--- config.mk ---
export PLATFORM = sky130hd
export DESIGN_NAME = rect_region_include_exclude
export DESIGN_NICKNAME = d
export VERILOG_FILES = /design/src/hw/rtl/rrie_pkg.sv /design/src/hw/rtl/rrie_ctrl.sv /design/src/hw/rtl/rrie_datapath.sv /design/src/hw/rtl/rect_region_include_exclude.sv
export VERILOG_INCLUDE_DIRS = /design/src /design/src/hw/rtl
export SDC_FILE = /design/constraint.sdc
export NUM_CORES = 2
export LEC_CHECK = 0
export BUFFER_PORTS_ARGS = -buffer_cell sky130_fd_sc_hd__buf_2
export CAP_MARGIN = 20
export CORE_MARGIN = 2
export CORE_UTILIZATION = 43
export CTS_BUF_LIST = sky130_fd_sc_hd__clkbuf_8
export CTS_CLUSTER_SIZE = 10
export DETAILED_ROUTE_END_ITERATION = 7
export HOLD_SLACK_MARGIN = 0.08
export PLACE_DENSITY_LB_ADDON = 0.05
export SYNTH_ARGS = -nofsm -noshare
export SYNTH_HDL_FRONTEND = slang
export SYNTH_SLANG_ARGS = --single-unit
--- constraint.sdc ---
create_clock -name clk_i -period 13.87 [get_ports clk_i]
set_clock_uncertainty 0.15 [all_clocks]
set_input_delay 1.387 -clock clk_i [delete_from_list [all_inputs] [get_ports clk_i]]
set_output_delay 1.387 -clock clk_i [all_outputs]
set_load 0.03 [all_outputs]
--- src/hw/rtl/assert_macros.svh ---
// Assertion macros shared by the RTL of the rectangle region block.
// Define NO_ASSERTIONS to compile them out; no other dependencies.
`ifndef ASSERT_MACROS_SVH
`define ASSERT_MACROS_SVH
`ifndef NO_ASSERTIONS
`define RRIE_ASSERT(lbl, prop, msg) \
  lbl: assert property (@(posedge clk_i) disable iff (!rst_ni) (prop)) else $error(msg);
`define RRIE_ASSERT_IMP(lbl, ante, cons, msg) \
  lbl: assert property (@(posedge clk_i) disable iff (!rst_ni) (ante) |-> (cons)) else $error(msg);
`else
`define RRIE_ASSERT(lbl, prop, msg)
`define RRIE_ASSERT_IMP(lbl, ante, cons, msg)
`endif
`endif

--- src/hw/rtl/rrie_pkg.sv ---
// Shared types, constants and helpers of the rectangle region block.
// No dependencies; used by the controller, the datapath and the top level.
package rrie_pkg;

  localparam int MAX_RECTS   = 32;
  localparam int MAX_PENDING = 32;
  localparam int COORD_BITS  = 12;
  localparam int RIDX_W      = $clog2(MAX_RECTS);
  localparam int PIDX_W      = $clog2(MAX_PENDING);
  localparam int RCNT_W      = $clog2(MAX_RECTS + 1);
  localparam int PCNT_W      = $clog2(MAX_PENDING + 1);
  localparam int CNT_W       = (RCNT_W > PCNT_W) ? RCNT_W : PCNT_W;
  localparam int ECNT_W      = 6;
  localparam int KIND_W      = 2;
  localparam int OP_W        = 5;

  localparam logic [KIND_W-1:0] KIND_INC  = 2'd0;
  localparam logic [KIND_W-1:0] KIND_EXC  = 2'd1;
  localparam logic [KIND_W-1:0] KIND_LIST = 2'd2;

  localparam logic [3:0] EDGE_L    = 4'h1;
  localparam logic [3:0] EDGE_T    = 4'h2;
  localparam logic [3:0] EDGE_R    = 4'h4;
  localparam logic [3:0] EDGE_B    = 4'h8;
  localparam logic [3:0] SAME_NONE = 4'h0;
  localparam logic [3:0] SAME_ALL  = 4'hF;

  localparam logic [OP_W-1:0] OP_NONE     = 5'd0;
  localparam logic [OP_W-1:0] OP_START    = 5'd1;
  localparam logic [OP_W-1:0] OP_PUSH_IN  = 5'd2;
  localparam logic [OP_W-1:0] OP_RD_E     = 5'd3;
  localparam logic [OP_W-1:0] OP_LD_E     = 5'd4;
  localparam logic [OP_W-1:0] OP_RD_P     = 5'd5;
  localparam logic [OP_W-1:0] OP_LD_P     = 5'd6;
  localparam logic [OP_W-1:0] OP_SKIP     = 5'd7;
  localparam logic [OP_W-1:0] OP_GONE     = 5'd8;
  localparam logic [OP_W-1:0] OP_FIX      = 5'd9;
  localparam logic [OP_W-1:0] OP_WR_P     = 5'd10;
  localparam logic [OP_W-1:0] OP_ERS_INIT = 5'd11;
  localparam logic [OP_W-1:0] OP_RD_SH    = 5'd12;
  localparam logic [OP_W-1:0] OP_WR_SH    = 5'd13;
  localparam logic [OP_W-1:0] OP_ERS_END  = 5'd14;
  localparam logic [OP_W-1:0] OP_KEEP     = 5'd15;
  localparam logic [OP_W-1:0] OP_SIDE     = 5'd16;
  localparam logic [OP_W-1:0] OP_FIN      = 5'd17;
  localparam logic [OP_W-1:0] OP_RD_A     = 5'd18;
  localparam logic [OP_W-1:0] OP_WR_A     = 5'd19;
  localparam logic [OP_W-1:0] OP_RD_L     = 5'd20;
  localparam logic [OP_W-1:0] OP_EMIT_L   = 5'd21;
  localparam logic [OP_W-1:0] OP_EMIT_S   = 5'd22;

  typedef logic [COORD_BITS-1:0] coord_t;

  typedef struct packed {
    coord_t b;
    coord_t r;
    coord_t t;
    coord_t l;
  } box_t;

  typedef struct packed {
    logic [OP_W-1:0] op;
  } cmd_t;

  typedef struct packed {
    logic x_empty;
    logic r_more;
    logic p_more;
    logic m_empty;
    logic same_all;
    logic same_none;
    logic sh_more;
    logic ap_more;
    logic xm_empty;
    logic sd_last;
    logic l_more;
    logic tbl_empty;
    logic out_busy;
  } stat_t;

  function automatic logic box_empty(box_t a);
    return (a.r <= a.l) || (a.b <= a.t);
  endfunction

  function automatic box_t box_isect(box_t a, box_t c);
    box_t m;
    m.l = (a.l > c.l) ? a.l : c.l;
    m.t = (a.t > c.t) ? a.t : c.t;
    m.r = (a.r < c.r) ? a.r : c.r;
    m.b = (a.b < c.b) ? a.b : c.b;
    return m;
  endfunction

endpackage

--- src/hw/rtl/rrie_ctrl.sv ---
// Sequencing state machine of the rectangle region block.
// Depends on rrie_pkg; drives datapath commands from datapath status.
module rrie_ctrl (
  input  logic                        clk_i,
  input  logic                        rst_ni,
  input  logic                        in_valid_i,
  input  logic [rrie_pkg::KIND_W-1:0] in_kind_i,
  output logic                        in_ready_o,
  output rrie_pkg::cmd_t              cmd_o,
  input  rrie_pkg::stat_t             stat_i
);
  import rrie_pkg::*;

  localparam int ST_W = 5;
  localparam logic [ST_W-1:0] S_IDLE = 5'd0;
  localparam logic [ST_W-1:0] S_DISP = 5'd1;
  localparam logic [ST_W-1:0] S_RCHK = 5'd2;
  localparam logic [ST_W-1:0] S_LDE  = 5'd3;
  localparam logic [ST_W-1:0] S_PCHK = 5'd4;
  localparam logic [ST_W-1:0] S_LDP  = 5'd5;
  localparam logic [ST_W-1:0] S_CLS  = 5'd6;
  localparam logic [ST_W-1:0] S_WRP  = 5'd7;
  localparam logic [ST_W-1:0] S_ERS  = 5'd8;
  localparam logic [ST_W-1:0] S_ERW  = 5'd9;
  localparam logic [ST_W-1:0] S_XCHK = 5'd10;
  localparam logic [ST_W-1:0] S_XSD  = 5'd11;
  localparam logic [ST_W-1:0] S_APC  = 5'd12;
  localparam logic [ST_W-1:0] S_APW  = 5'd13;
  localparam logic [ST_W-1:0] S_STAT = 5'd14;
  localparam logic [ST_W-1:0] S_LCHK = 5'd15;
  localparam logic [ST_W-1:0] S_LEM  = 5'd16;

  logic [ST_W-1:0]   state_q, state_d;
  logic [KIND_W-1:0] kind_q, kind_d;

  assign in_ready_o = (state_q == S_IDLE);

  always_comb begin
    state_d   = state_q;
    kind_d    = kind_q;
    cmd_o.op  = OP_NONE;
    case (state_q)
      S_IDLE: begin
        if (in_valid_i) begin
          cmd_o.op = OP_START;
          kind_d   = in_kind_i;
          state_d  = S_DISP;
        end
      end
      S_DISP: begin
        case (kind_q)
          KIND_LIST: state_d = S_LCHK;
          KIND_INC: begin
            if (stat_i.x_empty) begin
              state_d = S_STAT;
            end else begin
              cmd_o.op = OP_PUSH_IN;
              state_d  = S_RCHK;
            end
          end
          KIND_EXC: state_d = S_RCHK;
          default:  state_d = S_STAT;
        endcase
      end
      S_RCHK: begin
        if (stat_i.r_more) begin
          cmd_o.op = OP_RD_E;
          state_d  = S_LDE;
        end else begin
          cmd_o.op = OP_FIN;
          state_d  = S_APC;
        end
      end
      S_LDE: begin
        cmd_o.op = OP_LD_E;
        state_d  = (kind_q == KIND_INC) ? S_PCHK : S_XCHK;
      end
      S_PCHK: begin
        if (stat_i.p_more) begin
          cmd_o.op = OP_RD_P;
          state_d  = S_LDP;
        end else begin
          cmd_o.op = OP_KEEP;
          state_d  = S_RCHK;
        end
      end
      S_LDP: begin
        cmd_o.op = OP_LD_P;
        state_d  = S_CLS;
      end
      S_CLS: begin
        if (stat_i.m_empty) begin
          cmd_o.op = OP_SKIP;
          state_d  = S_PCHK;
        end else if (stat_i.same_all) begin
          cmd_o.op = OP_ERS_INIT;
          state_d  = S_ERS;
        end else if (stat_i.same_none) begin
          cmd_o.op = OP_GONE;
          state_d  = S_PCHK;
        end else begin
          cmd_o.op = OP_FIX;
          state_d  = S_WRP;
        end
      end
      S_WRP: begin
        cmd_o.op = OP_WR_P;
        state_d  = S_PCHK;
      end
      S_ERS: begin
        if (stat_i.sh_more) begin
          cmd_o.op = OP_RD_SH;
          state_d  = S_ERW;
        end else begin
          cmd_o.op = OP_ERS_END;
          state_d  = S_PCHK;
        end
      end
      S_ERW: begin
        cmd_o.op = OP_WR_SH;
        state_d  = S_ERS;
      end
      S_XCHK: begin
        if (stat_i.xm_empty) begin
          cmd_o.op = OP_KEEP;
          state_d  = S_RCHK;
        end else begin
          state_d  = S_XSD;
        end
      end
      S_XSD: begin
        cmd_o.op = OP_SIDE;
        if (stat_i.sd_last) state_d = S_RCHK;
      end
      S_APC: begin
        if (stat_i.ap_more) begin
          cmd_o.op = OP_RD_A;
          state_d  = S_APW;
        end else begin
          state_d  = S_STAT;
        end
      end
      S_APW: begin
        cmd_o.op = OP_WR_A;
        state_d  = S_APC;
      end
      S_STAT: begin
        if (!stat_i.out_busy) begin
          cmd_o.op = OP_EMIT_S;
          state_d  = S_IDLE;
        end
      end
      S_LCHK: begin
        if (stat_i.tbl_empty) begin
          state_d = S_STAT;
        end else if (stat_i.l_more) begin
          cmd_o.op = OP_RD_L;
          state_d  = S_LEM;
        end else begin
          state_d = S_IDLE;
        end
      end
      S_LEM: begin
        if (!stat_i.out_busy) begin
          cmd_o.op = OP_EMIT_L;
          state_d  = S_LCHK;
        end
      end
      default: state_d = S_IDLE;
    endcase
  end

  always_ff @(posedge clk_i or negedge rst_ni) begin
    if (!rst_ni) begin
      state_q <= S_IDLE;
      kind_q  <= KIND_INC;
    end else begin
      state_q <= state_d;
      kind_q  <= kind_d;
    end
  end

endmodule

--- src/hw/rtl/rrie_datapath.sv ---
// Datapath of the rectangle region block: rectangle table, scratch list,
// counters, edge classification and output register. Depends on rrie_pkg and assert_macros.svh.
`include "assert_macros.svh"
module rrie_datapath (
  input  logic                        clk_i,
  input  logic                        rst_ni,
  input  rrie_pkg::cmd_t              cmd_i,
  output rrie_pkg::stat_t             stat_o,
  input  rrie_pkg::box_t              in_box_i,
  output rrie_pkg::box_t              out_box_o,
  output logic                        out_has_o,
  output logic                        out_last_o,
  output logic                        out_ovf_o,
  output logic [rrie_pkg::ECNT_W-1:0] out_cnt_o,
  output logic                        out_valid_o,
  input  logic                        out_ready_i
);
  import rrie_pkg::*;

  box_t tbl_mem [MAX_RECTS];
  box_t pnd_mem [MAX_PENDING];
  box_t tbl_rd_q, pnd_rd_q;

  box_t x_q, e_q, p_q;
  logic [CNT_W-1:0] r_q, w_q, rcnt_q, pcnt_q, j_q, js_q, k_q;
  logic [1:0] sd_q;
  logic gone_q, ovf_q, out_valid_q;

  box_t out_box_q;
  logic out_has_q, out_last_q, out_ovf_q;
  logic [ECNT_W-1:0] out_cnt_q;

  box_t m_inc, m_exc;
  logic [3:0] same;
  logic [CNT_W-1:0] kp1;
  logic pnd_room, tbl_room, keep_ok;

  box_t fix_e, fix_p, fix_piece;
  logic fix_push;
  box_t side_piece;
  logic side_cond;

  logic tbl_we, tbl_re, pnd_we, pnd_re;
  logic [RIDX_W-1:0] tbl_wa, tbl_ra;
  logic [PIDX_W-1:0] pnd_wa, pnd_ra;
  box_t tbl_wd, pnd_wd;

  function automatic box_t mkb(coord_t l, coord_t t, coord_t r, coord_t b);
    box_t v;
    v.l = l; v.t = t; v.r = r; v.b = b;
    return v;
  endfunction

  assign m_inc    = box_isect(e_q, p_q);
  assign m_exc    = box_isect(e_q, x_q);
  assign same     = ((p_q.l == m_inc.l) ? EDGE_L : 4'h0) | ((p_q.t == m_inc.t) ? EDGE_T : 4'h0) |
                    ((p_q.r == m_inc.r) ? EDGE_R : 4'h0) | ((p_q.b == m_inc.b) ? EDGE_B : 4'h0);
  assign kp1      = k_q + 1'b1;
  assign pnd_room = pcnt_q < CNT_W'(MAX_PENDING);
  assign tbl_room = rcnt_q < CNT_W'(MAX_RECTS);
  assign keep_ok  = !gone_q && !box_empty(e_q);

  // include: edge-match class of a piece against the current entry
  always_comb begin
    fix_e     = e_q;
    fix_p     = p_q;
    fix_piece = p_q;
    fix_push  = 1'b0;
    case (same)
      EDGE_T | EDGE_R | EDGE_B: fix_p = mkb(p_q.l, m_inc.t, m_inc.l, m_inc.b);
      EDGE_L | EDGE_R | EDGE_B: fix_p = mkb(m_inc.l, p_q.t, m_inc.r, m_inc.t);
      EDGE_L | EDGE_T | EDGE_B: fix_p = mkb(m_inc.r, m_inc.t, p_q.r, m_inc.b);
      EDGE_L | EDGE_T | EDGE_R: fix_p = mkb(m_inc.l, m_inc.b, m_inc.r, p_q.b);
      EDGE_L: fix_e = mkb(e_q.l, m_inc.t, m_inc.l, m_inc.b);
      EDGE_T: fix_e = mkb(m_inc.l, e_q.t, m_inc.r, m_inc.t);
      EDGE_R: fix_e = mkb(m_inc.r, m_inc.t, e_q.r, m_inc.b);
      EDGE_B: fix_e = mkb(m_inc.l, m_inc.b, m_inc.r, e_q.b);
      EDGE_L | EDGE_T: begin
        fix_push  = 1'b1;
        fix_piece = mkb(p_q.l, m_inc.b, p_q.r, p_q.b);
        fix_p     = mkb(m_inc.r, m_inc.t, p_q.r, m_inc.b);
      end
      EDGE_L | EDGE_B: begin
        fix_push  = 1'b1;
        fix_piece = mkb(p_q.l, p_q.t, p_q.r, m_inc.t);
        fix_p     = mkb(m_inc.r, m_inc.t, p_q.r, m_inc.b);
      end
      EDGE_R | EDGE_T: begin
        fix_push  = 1'b1;
        fix_piece = mkb(p_q.l, m_inc.b, p_q.r, p_q.b);
        fix_p     = mkb(p_q.l, m_inc.t, m_inc.l, m_inc.b);
      end
      EDGE_R | EDGE_B: begin
        fix_push  = 1'b1;
        fix_piece = mkb(p_q.l, p_q.t, p_q.r, m_inc.t);
        fix_p     = mkb(p_q.l, m_inc.t, m_inc.l, m_inc.b);
      end
      EDGE_L | EDGE_R: begin
        fix_push  = 1'b1;
        fix_piece = mkb(p_q.l, p_q.t, p_q.r, m_inc.t);
        fix_p     = mkb(m_inc.l, m_inc.b, m_inc.r, p_q.b);
      end
      default: begin
        // top and bottom match
        fix_push  = 1'b1;
        fix_piece = mkb(m_inc.r, m_inc.t, p_q.r, m_inc.b);
        fix_p     = mkb(p_q.l, m_inc.t, m_inc.l, m_inc.b);
      end
    endcase
  end

  // exclude: side pieces, top, left, right, bottom
  always_comb begin
    case (sd_q)
      2'd0: begin
        side_cond  = e_q.t != m_exc.t;
        side_piece = mkb(e_q.l, e_q.t, e_q.r, m_exc.t);
      end
      2'd1: begin
        side_cond  = e_q.l != m_exc.l;
        side_piece = mkb(e_q.l, m_exc.t, m_exc.l, m_exc.b);
      end
      2'd2: begin
        side_cond  = e_q.r != m_exc.r;
        side_piece = mkb(m_exc.r, m_exc.t, e_q.r, m_exc.b);
      end
      default: begin
        side_cond  = e_q.b != m_exc.b;
        side_piece = mkb(e_q.l, m_exc.b, e_q.r, e_q.b);
      end
    endcase
  end

  always_comb begin
    tbl_we = 1'b0; tbl_wa = w_q[RIDX_W-1:0]; tbl_wd = e_q;
    tbl_re = 1'b0; tbl_ra = r_q[RIDX_W-1:0];
    pnd_we = 1'b0; pnd_wa = pcnt_q[PIDX_W-1:0]; pnd_wd = x_q;
    pnd_re = 1'b0; pnd_ra = j_q[PIDX_W-1:0];
    case (cmd_i.op)
      OP_RD_E: tbl_re = 1'b1;
      OP_RD_L: begin
        tbl_re = 1'b1;
        tbl_ra = k_q[RIDX_W-1:0];
      end
      OP_KEEP: tbl_we = keep_ok;
      OP_WR_A: begin
        tbl_we = tbl_room;
        tbl_wa = rcnt_q[RIDX_W-1:0];
        tbl_wd = pnd_rd_q;
      end
      OP_PUSH_IN: begin
        pnd_we = 1'b1;
        pnd_wa = '0;
      end
      OP_RD_P: pnd_re = 1'b1;
      OP_FIX: begin
        pnd_we = fix_push && pnd_room;
        pnd_wd = fix_piece;
      end
      OP_WR_P: begin
        pnd_we = 1'b1;
        pnd_wa = j_q[PIDX_W-1:0];
        pnd_wd = p_q;
      end
      OP_RD_SH: begin
        pnd_re = 1'b1;
        pnd_ra = kp1[PIDX_W-1:0];
      end
      OP_WR_SH: begin
        pnd_we = 1'b1;
        pnd_wa = k_q[PIDX_W-1:0];
        pnd_wd = pnd_rd_q;
      end
      OP_SIDE: begin
        pnd_we = side_cond && pnd_room;
        pnd_wd = side_piece;
      end
      OP_RD_A: begin
        pnd_re = 1'b1;
        pnd_ra = k_q[PIDX_W-1:0];
      end
      default: ;
    endcase
  end

  always_ff @(posedge clk_i) begin
    if (tbl_we) tbl_mem[tbl_wa] <= tbl_wd;
    if (tbl_re) tbl_rd_q <= tbl_mem[tbl_ra];
    if (pnd_we) pnd_mem[pnd_wa] <= pnd_wd;
    if (pnd_re) pnd_rd_q <= pnd_mem[pnd_ra];
  end

  always_ff @(posedge clk_i) begin
    case (cmd_i.op)
      OP_START: x_q <= in_box_i;
      OP_LD_E:  e_q <= tbl_rd_q;
      OP_LD_P:  p_q <= pnd_rd_q;
      OP_FIX: begin
        e_q <= fix_e;
        p_q <= fix_p;
      end
      OP_EMIT_L: begin
        out_box_q  <= tbl_rd_q;
        out_has_q  <= 1'b1;
        out_last_q <= (kp1 == rcnt_q);
        out_cnt_q  <= ECNT_W'(rcnt_q);
        out_ovf_q  <= ovf_q;
      end
      OP_EMIT_S: begin
        out_box_q  <= '0;
        out_has_q  <= 1'b0;
        out_last_q <= 1'b1;
        out_cnt_q  <= ECNT_W'(rcnt_q);
        out_ovf_q  <= ovf_q;
      end
      default: ;
    endcase
  end

  always_ff @(posedge clk_i or negedge rst_ni) begin
    if (!rst_ni) begin
      r_q <= '0; w_q <= '0; rcnt_q <= '0; pcnt_q <= '0;
      j_q <= '0; js_q <= '0; k_q <= '0; sd_q <= '0;
      gone_q <= 1'b0; ovf_q <= 1'b0; out_valid_q <= 1'b0;
    end else begin
      if (out_valid_q && out_ready_i) out_valid_q <= 1'b0;
      case (cmd_i.op)
        OP_START: begin
          pcnt_q <= '0; r_q <= '0; w_q <= '0; k_q <= '0;
        end
        OP_PUSH_IN: pcnt_q <= CNT_W'(1);
        OP_LD_E: begin
          gone_q <= 1'b0; j_q <= '0; js_q <= pcnt_q; sd_q <= '0;
        end
        OP_SKIP, OP_WR_P: begin
          j_q  <= j_q + 1'b1;
          js_q <= js_q - 1'b1;
        end
        OP_GONE: gone_q <= 1'b1;
        OP_FIX: begin
          if (fix_push) begin
            if (pnd_room) pcnt_q <= pcnt_q + 1'b1;
            else          ovf_q  <= 1'b1;
          end
        end
        OP_ERS_INIT: k_q <= j_q;
        OP_WR_SH:    k_q <= kp1;
        OP_ERS_END: begin
          pcnt_q <= pcnt_q - 1'b1;
          js_q   <= js_q - 1'b1;
        end
        OP_KEEP: begin
          if (keep_ok) w_q <= w_q + 1'b1;
          r_q <= r_q + 1'b1;
        end
        OP_SIDE: begin
          if (side_cond) begin
            if (pnd_room) pcnt_q <= pcnt_q + 1'b1;
            else          ovf_q  <= 1'b1;
          end
          sd_q <= sd_q + 1'b1;
          if (sd_q == 2'd3) r_q <= r_q + 1'b1;
        end
        OP_FIN: begin
          rcnt_q <= w_q;
          k_q    <= '0;
        end
        OP_WR_A: begin
          if (tbl_room) rcnt_q <= rcnt_q + 1'b1;
          else          ovf_q  <= 1'b1;
          k_q <= kp1;
        end
        OP_EMIT_L: begin
          k_q         <= kp1;
          out_valid_q <= 1'b1;
        end
        OP_EMIT_S: out_valid_q <= 1'b1;
        default: ;
      endcase
    end
  end

  assign stat_o.x_empty   = box_empty(x_q);
  assign stat_o.r_more    = r_q < rcnt_q;
  assign stat_o.p_more    = (js_q != '0) && (j_q < pcnt_q) && !gone_q;
  assign stat_o.m_empty   = box_empty(m_inc);
  assign stat_o.same_all  = same == SAME_ALL;
  assign stat_o.same_none = same == SAME_NONE;
  assign stat_o.sh_more   = kp1 < pcnt_q;
  assign stat_o.ap_more   = k_q < pcnt_q;
  assign stat_o.xm_empty  = box_empty(m_exc);
  assign stat_o.sd_last   = sd_q == 2'd3;
  assign stat_o.l_more    = k_q < rcnt_q;
  assign stat_o.tbl_empty = rcnt_q == '0;
  assign stat_o.out_busy  = out_valid_q;

  assign out_box_o   = out_box_q;
  assign out_has_o   = out_has_q;
  assign out_last_o  = out_last_q;
  assign out_ovf_o   = out_ovf_q;
  assign out_cnt_o   = out_cnt_q;
  assign out_valid_o = out_valid_q;

  `RRIE_ASSERT(a_pcnt_bound, pcnt_q <= CNT_W'(MAX_PENDING), "scratch count beyond depth")
  `RRIE_ASSERT(a_rcnt_bound, rcnt_q <= CNT_W'(MAX_RECTS), "table count beyond depth")
  `RRIE_ASSERT(a_wr_behind_rd, w_q <= r_q, "compaction write pointer passed read pointer")
  `RRIE_ASSERT_IMP(a_emit_free, cmd_i.op == OP_EMIT_L || cmd_i.op == OP_EMIT_S, !out_valid_q, "emit over pending result")
  `RRIE_ASSERT_IMP(a_keep_range, tbl_we && cmd_i.op == OP_KEEP, w_q < rcnt_q, "keep write outside old table")

endmodule

--- src/hw/rtl/rect_region_include_exclude.sv ---
// Include compares each stored entry with each scratch piece and clips or splits one of them,
// erases the piece (later pieces shift down) or drops the entry; exclude cuts each entry that
// overlaps the request into side pieces. Pieces are then appended; list emits stored entries.
// Throughput: one request at a time; the next is taken once its last result is registered.
// Reset (async, active low) empties the region and clears the overflow flag.
// Depends on rrie_pkg, rrie_ctrl and rrie_datapath.
module rect_region_include_exclude (
  input  logic        clk_i,
  input  logic        rst_ni,
  input  logic        s_axis_tvalid_i,
  output logic        s_axis_tready_o,
  input  logic [47:0] s_axis_tdata_i,   // left, top, right, bottom
  input  logic [1:0]  s_axis_tuser_i,   // kind
  output logic        m_axis_tvalid_o,
  input  logic        m_axis_tready_i,
  output logic [55:0] m_axis_tdata_o,   // out_left, out_top, out_right, out_bottom,
                                        // entry_count, overflow, pad
  output logic        m_axis_tuser_o,   // has_entry
  output logic        m_axis_tlast_o    // last
);
  import rrie_pkg::*;

  cmd_t              cmd;
  stat_t             stat;
  box_t              in_box, out_box;
  logic              out_ovf;
  logic [ECNT_W-1:0] out_cnt;

  assign in_box.l = s_axis_tdata_i[11:0];
  assign in_box.t = s_axis_tdata_i[23:12];
  assign in_box.r = s_axis_tdata_i[35:24];
  assign in_box.b = s_axis_tdata_i[47:36];

  rrie_ctrl u_ctrl (
    .clk_i      (clk_i),
    .rst_ni     (rst_ni),
    .in_valid_i (s_axis_tvalid_i),
    .in_kind_i  (s_axis_tuser_i),
    .in_ready_o (s_axis_tready_o),
    .cmd_o      (cmd),
    .stat_i     (stat)
  );

  rrie_datapath u_dp (
    .clk_i       (clk_i),
    .rst_ni      (rst_ni),
    .cmd_i       (cmd),
    .stat_o      (stat),
    .in_box_i    (in_box),
    .out_box_o   (out_box),
    .out_has_o   (m_axis_tuser_o),
    .out_last_o  (m_axis_tlast_o),
    .out_ovf_o   (out_ovf),
    .out_cnt_o   (out_cnt),
    .out_valid_o (m_axis_tvalid_o),
    .out_ready_i (m_axis_tready_i)
  );

  assign m_axis_tdata_o = {1'b0, out_ovf, out_cnt, out_box.b, out_box.r, out_box.t, out_box.l};

endmodule
==> impl_results.md <==
* Setup_tns at 0 ns
* Placed cells at 14,100
* CP arrival at 10.71 ns
* Max_slew headroom at 17.7%
* WL final at 480,000 um
* Worst Path Buf+Inv at 3
* Syn Area/Cell at ~15 um^2
* F_max at 99.6 MHz
* Crit path depth at 28
* Post-Synthesis Cells at 9,858
* Site Rows at 212
* CP endpoint: u_dp.pnd_mem[8][26]
* Crit-path max cell delay at 0.95 ns
* Core area at 0.334 mm^2
* Post-route insts no fill at roughly 15,000
* Max rail drop VDD at 0.159 mV
* Via count at 89,600
* Top cells by area, synth: edfxtp_1 70%, mux4_2 6.0%, nand2_1 5.3%
* Hold_ws at between 0.15 and 0.2 ns
* Gpl congestion at 0.938
* Die width at ~580 um
* CTS root buffer: clkbuf_8
* Seq/Total Area, Yosys at 71.1%
* Syn nets at 10,100
* Element type at the critical path start: flip-flop
* DP Wirelength at 286,000 um
* Mapped Area at 0.144 mm^2
* Synth area leader: edfxtp_1
* CTS H-tree lvls at 6
* Clock Latency Late Sink at 1.23 ns
* Largest net degree at the start of global routing at 165
* Post-detailed-route count of antenna-violating nets at 0
* I/O pin count at 114
* Setup repair bufs after CTS at 0
* Status: finished with violations
* Vias per cell at between 5 and 6
* Die area at 0.340 mm^2
* Initial antenna violation count at 12
* Min Tclk post-route at 10.04 ns
* Count of final setup violators at 0
* Final hold vios at 0
* Lkg Pwr at 55.7 nW
* Crit. End Element: flip-flop
* CTS clock-pin slew for the worst setup and hold paths at 0.06 ns
* Failing checks: DRC
* Worst r2r dst: u_dp.pnd_mem[8][26]
* Tot Pwr at 34.4 mW
* Post-synth cell types at 109
* Final Slew Violations at 0
* CP Class: flip-flop to flip-flop
* Layout net count at 10,600
* CTS tree: yes
* Ys Warns at 0
* CTS Buf Count at 594
* Ys async rst share at 1.58%
* PwrDens at 213 mW/mm^2
* Worst Tran Pin Value at between 1 and 1.5 ns
* Critical Path Most Common Cell: a21o_1
* Post-synth EDFFs at 3,369
* Reg-to-Reg Start: u_dp.e_q[37]
* Commonest cells after routing, fill and taps aside: 3,369 x edfxtp_1, 2,021 x nand2_1, 608 x clkbuf_8
* CTS Buffer Depth at 4
* Period utilisation layout at between 70% and 80%
* Top cell family by delay on the critical path: compound AO/OA/AOI/OAI gates
* Max Cap Viol at 0
* Clock Sink Count at approximately 3,400
* DR WL/cell at about 32 um
* CP startpoint: u_dp.e_q[37]
* First-pass GRT wire length at approximately 680,000 um
* Hold_buf cts at 0
* Initial Util at 43.2%
* RSZ-0062 raised after global routing: no
* Register bit count reported by yosys at about 3,400
* Util after Layout at 48.6%
* Reg2Reg Setup Slack at 3.83 ns
* Worst hold path class: primary input to asynchronous set/reset pin
* CP required at between 10 and 15 ns
* Area share of the largest cell type after synthesis at approximately 70%
* Slowest CP cell: nor2_4
* Fillers at 29,000
* Commonest non-fill, non-tap cell in the layout: edfxtp_1
* Vias in the first global route at around 89,000
* DRC at 2
* Layout cell share with drive strength beyond 1 at between 15 and 20%
* CP Max Fanout at 58
* Layout area overhead at 12.4%
* # port buffers at 112
* First DRT Iteration DRCs at 8,940
* Detailed Routing Iterations Pass 1 at 8
* Reg2Reg Depth at 28
* Die Y at 583 um
* Post-cts resize count at 0
* GR Util All Layers at 27.8%
* Primary FF master, synth: edfxtp_1
* Grt ovf at 0
## Yosys cell counts, types with 19 or more instances
library cell  number
nand2_1         2031
nor2_1           228
o21ai_0          321
mux2i_1          106
buf_6             19
a21oi_1          308
a21o_1            69
mux4_2           384
o221ai_1          71
edfxtp_1        3369
o211ai_1          34
a31oi_1          335
xnor2_1           97
nor4_1            54
a222oi_1          52
buf_2            209
buf_1             30
o22ai_1          166
nand3_1          303
a221oi_1          51
nand4_1           60
dfrtp_1           54
clkbuf_1         313
nand2b_1          44
and3_1           291
nor3_1            60
xor2_1            21
nor2b_1           74
o21a_1            58
buf_4             24
inv_1            189
ha_1             229
## through the flow
stage | area, um^2 | worst slack (ns)
final | 162000 | 3.83
after global routing | 162000 | 3.56
after CTS | 162000 | 4.01
after detailed placement | 151000 | 4.05
after global placement | 151000 | 3.96
after floorplan | 144000 | 5.64
## routing by layer
| metal | part of all wire (%) | global-route usage, % |
|---|---|---|
| met2 | 49 | 46.4 |
| met4 | 3.9 | 10.3 |
| met1 | 41 | 37.3 |
| met5 | 0.0058 | 0 |
| met3 | 5.9 | 3.77 |
## sequential cells by signal, indices dropped and copies added, names as in the netlist, 48 cells and up
signal          flops
u_dp.e_q           48
u_dp.out_box_o     48
u_dp.tbl_mem     1536
u_dp.tbl_rd_q      48
u_dp.pnd_rd_q      48
u_dp.x_q           48
u_dp.p_q           48
u_dp.pnd_mem     1536
## logic make-up after synthesis
kind of cell               Yosys count  synth area share [%]
buffers and inverters              806                  2.57
adders and majority gates          232                  2.02
DFF                               3423                  71.1
other                                1               0.00260
and+or+nand+nor                   3210                  9.82
AOI/OAI and AO/OA                 1559                  6.91
xor gates and xnor gates           118                 0.717
muxes                              509                  6.88
## where the power goes
group          total (mW)  switching, mW  internal (mW)  leakage [nW]
Combinational        12.1           8.38           3.73          18.7
Sequential           13.9          0.761           13.2          31.0
Clock                8.40           4.20           4.21          5.99
## layout make-up
| class | count | area (um^2) | area share [%] |
|---|---|---|---|
| flip-flops and latches | 3423 | 103000 | 63.3 |
| multi-input cells | 5629 | 39300 | 24.2 |
| clock buffers | 608 | 8370 | 5.16 |
| well taps | 4387 | 5490 | 3.39 |
| repair buffers | 454 | 3560 | 2.19 |
| clock inverters | 422 | 2120 | 1.31 |
| inverters | 189 | 711 | 0.439 |
| diodes | 13 | 32.5 | 0.0201 |
## worst min-delay path by stage
stage	startpoint	endpoint	slack [ns]	cells past startpoint
5_1_grt	s_axis_tdata_i[0]	u_dp.x_q[0]	0.13	1
3_5_place_dp	u_dp.ovf_q	u_dp.out_ovf_o	0.33	0
4_1_cts	rst_ni	u_dp.w_q[2]	0.08	2
3_3_place_gp	u_dp.ovf_q	u_dp.out_ovf_o	0.32	0
2_1_floorplan	u_dp.ovf_q	u_dp.out_ovf_o	0.27	0
6_report	rst_ni	u_dp.rcnt_q[4]	0.18	2
Note: power is estimated with default switching activity, not from simulation.
